## src/rtl/core/gdr_pkg.sv

```systemverilog
// ----------------------------------------------------------------------------
// Raycaster package
// Shared constants and divider interface types.
// ----------------------------------------------------------------------------
package gdr_pkg;

	localparam int MAP_SIZE_DEF = 32;
	localparam int SCREEN_COLUMNS_DEF = 640;
	localparam int SCREEN_ROWS_DEF = 480;

	localparam int DIV_W = 40;
	localparam int DIV_CNT_W = 6;

	localparam logic OP_CAST  = 1'b0;
	localparam logic OP_WRITE = 1'b1;

	localparam logic [2:0] REG_POS_X   = 3'd0;
	localparam logic [2:0] REG_POS_Y   = 3'd1;
	localparam logic [2:0] REG_DIR_X   = 3'd2;
	localparam logic [2:0] REG_DIR_Y   = 3'd3;
	localparam logic [2:0] REG_PLANE_X = 3'd4;
	localparam logic [2:0] REG_PLANE_Y = 3'd5;

	typedef struct packed {
		logic                 start;
		logic [DIV_W-1:0]     num;
		logic [DIV_W-1:0]     den;
		logic [DIV_CNT_W-1:0] bits;
	} div_req_t;

	typedef struct packed {
		logic             done;
		logic [DIV_W-1:0] quo;
	} div_rsp_t;

endpackage

```

## src/rtl/core/gdr_div.sv

```systemverilog
// ----------------------------------------------------------------------------
// Raycaster divider
// Restoring divider producing one quotient bit per cycle.
// ----------------------------------------------------------------------------
module gdr_div (
	input  logic                clk,
	input  logic                arst_n,
	input  gdr_pkg::div_req_t   req,
	output gdr_pkg::div_rsp_t   rsp
);

	localparam int W = gdr_pkg::DIV_W;

	logic [W-1:0] num_q, den_q, rem_q, quo_q;
	logic [gdr_pkg::DIV_CNT_W-1:0] cnt_q;
	logic busy_q, done_q;
	logic [W:0] trial, diff;
	logic ge;

	assign trial = {rem_q, num_q[W-1]};
	assign diff  = trial - {1'b0, den_q};
	assign ge    = trial >= {1'b0, den_q};

	always_ff @(posedge clk or negedge arst_n) begin
		if (!arst_n) begin
			busy_q <= 1'b0;
			done_q <= 1'b0;
			cnt_q  <= '0;
		end else begin
			done_q <= 1'b0;
			if (req.start) begin
				busy_q <= 1'b1;
				cnt_q  <= req.bits;
			end else if (busy_q) begin
				cnt_q <= cnt_q - 1'b1;
				if (cnt_q == gdr_pkg::DIV_CNT_W'(1)) begin
					busy_q <= 1'b0;
					done_q <= 1'b1;
				end
			end
		end
	end

	always_ff @(posedge clk) begin
		if (req.start) begin
			num_q <= req.num;
			den_q <= req.den;
			rem_q <= '0;
			quo_q <= '0;
		end else if (busy_q) begin
			rem_q <= ge ? diff[W-1:0] : trial[W-1:0];
			quo_q <= {quo_q[W-2:0], ge};
			num_q <= {num_q[W-2:0], 1'b0};
		end
	end

	assign rsp.done = done_q;
	assign rsp.quo  = quo_q;

endmodule

```

## config.mk

```make
export PLATFORM = sky130hd
export DESIGN_NAME = gdr_div
export DESIGN_NICKNAME = d
export VERILOG_FILES = /design/src/rtl/core/gdr_pkg.sv /design/src/rtl/core/gdr_div.sv
export SDC_FILE = /design/constraint.sdc
export NUM_CORES = 1
export LEC_CHECK = 0
export BUFFER_PORTS_ARGS = -buffer_cell sky130_fd_sc_hd__buf_2
export CORE_UTILIZATION = 50
export CTS_BUF_LIST = sky130_fd_sc_hd__clkbuf_4
export CTS_CLUSTER_DIAMETER = 150
export DETAILED_ROUTE_END_ITERATION = 10
export HOLD_SLACK_MARGIN = 0.1
export PLACE_DENSITY = 0.74
export SKIP_CTS_REPAIR_TIMING = 1
export SYNTH_ARGS = -nofsm -noshare
export SYNTH_HDL_FRONTEND = slang
export SYNTH_SLANG_ARGS = --single-unit
```

## constraint.sdc

```tcl
create_clock -name clk -period 3.2 [get_ports clk]
set_input_delay 0.64 -clock clk [delete_from_list [all_inputs] [get_ports clk]]
set_output_delay 0.64 -clock clk [all_outputs]
set_load 0.05 [all_outputs]
```

==> qor.yml <==
clocking:
  cts_inserted_buffers: 17
  cts_sinks: 168
  path_clk_slew_ns: 0.16
  insertion_delay_ns: 0.57
  htree_levels: 4
  root_buffer: "clkbuf_4"
  clock_tree.buffer_depth: 2
  cts_tree: "done"
routing:
  drc: 0
  vias: 6700
  first_pass_iters: 5
  viasPerCell: 5.438
  drt_iter0_drc: 442
  ant_nets: 0
  drt-total-wl_mm: 19.03
  post_drt_wl_per_cell_um: 15.45
critical_path:
  cp-endpoint: "rem_q[2]"
  critPathLaunchType: "register"
  r2r_cells: 12
  r2r_end: "rem_q[2]"
  critical_path.cell_chain: "inv_1, ha_1, nand2_1, nor4_1, nand3_1, a211oi_2, o21ai_1, a31o_4, buf_4, nor3_1, a21oi_1, a211oi_1"
  startpoint: "den_q[17]"
  worstSetupPathType: "reg -> reg"
  crit_path_end_kind: "register"
  critPathTopFamily: "compound AO/OA/AOI/OAI gates"
  critical-path-max-stage-delay_ns: 0.38
  crit_buf_inv: 2
  reg2reg_setup_slack_ns: 0.25
  crit_fanout: 19
  worstPathRequired_ns: 3.66
  crit_cells: 12
  worst_ep_arrival_time_ns: 3.41
  reg2reg_from: "den_q[17]"
  critPathSlowestCell: "ha_1"
synthesis:
  ys_ff_latch: 168
  async_reset_ff_frac: 0.04762
  postSynthCellCount: 879
  ys_seq_area_frac: 0.4766
  synth_edf_count: 80
  synth_nets: 1011
  synth.distinct_cells: 60
  syn_avg_cell_area_um2: 10.04
  synth_ff_type: "edfxtp_1"
  syn_area_mm2: 0.008821
  yosysWarnings: 0
sta:
  finalSetupViolCount: 0
  hold_viol: 0
  drv_slew: 0
  skew_ns: 0.02897
  post-route-min-period_ns: 2.947
  slew-limit-headroom: 0.3617
  max_freq_mhz: 339.3
  tns_ns: 0
  rsz0062_at_grt: "no"
  worstMarginPinSlew_ns: 0.9539
  timing.final.crit_share: 0.9209
pwr:
  irDropWorstVdd_v: 0.0004041
  p_per_area_mw_per_mm2: 456.5
  leakage_nw: 4.691
place:
  place_congestion: 0.9043
  io_buffers: 129
  place_area_mm2: 0.009694
  hpwl_mm: 13.66
global_routing:
  grt_use_total: 0.2164
  gr-total-overflow: 0
  antenna_found_initial: 2
  grt_pass1_vias: 6498
  grt_pass1_wl_mm: 31.13
  grt_max_degree: 79
finish:
  syn2layout_area_growth_pct: 13.57
  stdcell_area_mm2: 0.01002
  nets: 1125
  drive_above_1_share: 0.2316
job:
  cap_violations: 0
die:
  start_util: 0.5118
  core_mm2: 0.01724
  die_area_mm2: 0.01818
  die_y_um: 134.8
  rows: 48
  io_pins: 130
  die_x_um: 134.8
outcome:
  status: "completed"
hold_path:
  hp-class: "in -> reg"
  min_from: "req[45]"
-- cells in the final DEF (no fill, tap or decap), types with 40 or more instances in the layout --
cell type	count
mux2_2	40
buf_2	128
nor2_1	106
nand2_1	52
a21oi_1	62
edfxtp_1	80
mux2i_1	46
inv_1	54
ha_1	42
dfxtp_1	80
-- power breakdown --
part / switching (mW) / internal, mW
clock: 0.865 / 0.446
sequential: 0.0765 / 2.41
combinational: 0.428 / 0.345
-- kinds of logic after synthesis --
family	after synthesis	synth area share
DFF	168	0.4766
buffers and inverters	105	0.04667
and+or+nand+nor	230	0.1155
AOI/OAI and AO/OA	209	0.1584
muxes	86	0.1033
xor gates and xnor gates	38	0.03773
adders and majority gates	43	0.06184
-- worst min path at each step --
stage                           end  slack (ns)  depth (start not counted)
final                     den_q[39]        0.24                          1
after global routing      den_q[39]        0.18                          1
after CTS                  cnt_q[0]       -0.15                          1
after detailed placement  rem_q[15]        0.48                          2
after global placement    rem_q[15]        0.47                          2
after floorplan              busy_q        0.34                          0
-- routing by layer --
| layer | GRT usage | vias to the layer above | part of all wire |
|---|---|---|---|
| met2 | 0.3422 | 185 | 0.45 |
| li1 | - | 3389 | - |
| met3 | 0.07508 | 27 | 0.073 |
| met4 | 0.06429 | 2 | 0.018 |
| met5 | 0 | - | 0.00042 |
| met1 | 0.2793 | 3097 | 0.46 |
-- Yosys cell counts, types with 3 or more instances --
master    instances  area [um2]
a211oi_1         26       195.2
inv_1            54       202.7
xor2_1           12       105.1
buf_1            11       41.29
a31o_2            3       26.28
nand2b_1          5       31.28
o21bai_1          5       37.54
edfxtp_1         80        2402
ha_1             42       525.5
a21o_1           25       187.7
dfxtp_1          80        1602
nor3b_1           3       22.52
buf_2             5       25.02
nor2b_1           3       18.77
nor3_1           15       75.07
and3_1            7       43.79
nand4_1          10       62.56
a31oi_1           7       43.79
dfrtp_1           8       200.2
clkbuf_1         33       123.9
mux2i_1          46       460.4
a21oi_1          62       310.3
nand3_1          13       65.06
o22ai_1           6       37.54
o21a_1            4       30.03
o21ai_1           3       15.01
mux2_2           40       450.4
xnor2_1          26       227.7
nor2_1          106       397.9
and2_1            7       43.79
o21ai_0          35       175.2
nand2_1          52       195.2
nor4_1            4       25.02
a22o_1            4       35.03
-- registers in the layout, summed over array words and instances, names as in the netlist --
name,cells
cnt_q,6
busy_q,1
num_q,40
done_q,1
quo_q,40
rem_q,40
den_q,40
-- through the flow --
stage                     hold WS [ns]  utilization  setup slack [ns]  std cells  total power [mW]
after global routing            0.1801       0.5812           0.02893       1232             4.787
final                           0.2355       0.5812            0.2531       1232             4.573
after detailed placement        0.4836       0.5624            0.1896       1198             3.302
after global placement          0.4653       0.5624            0.3059       1198             3.287
after CTS                      -0.1479       0.5800            0.1154       1230             4.604
after floorplan                 0.3444            -            0.5729        879             3.079
-- cell type report --
class / count / area [um2]
Antenna cell: 1 / 2.502
Clock buffer: 18 / 135.1
Clock inverter: 14 / 167.7
Fill cell: 1527 / 7218
Inverter: 54 / 202.7
Multi-Input combinational cell: 606 / 4214
Sequential cell: 168 / 4208
Tap cell: 225 / 281.5
Timing Repair Buffer: 146 / 807.0
Note: power is estimated with default switching activity, not from simulation.
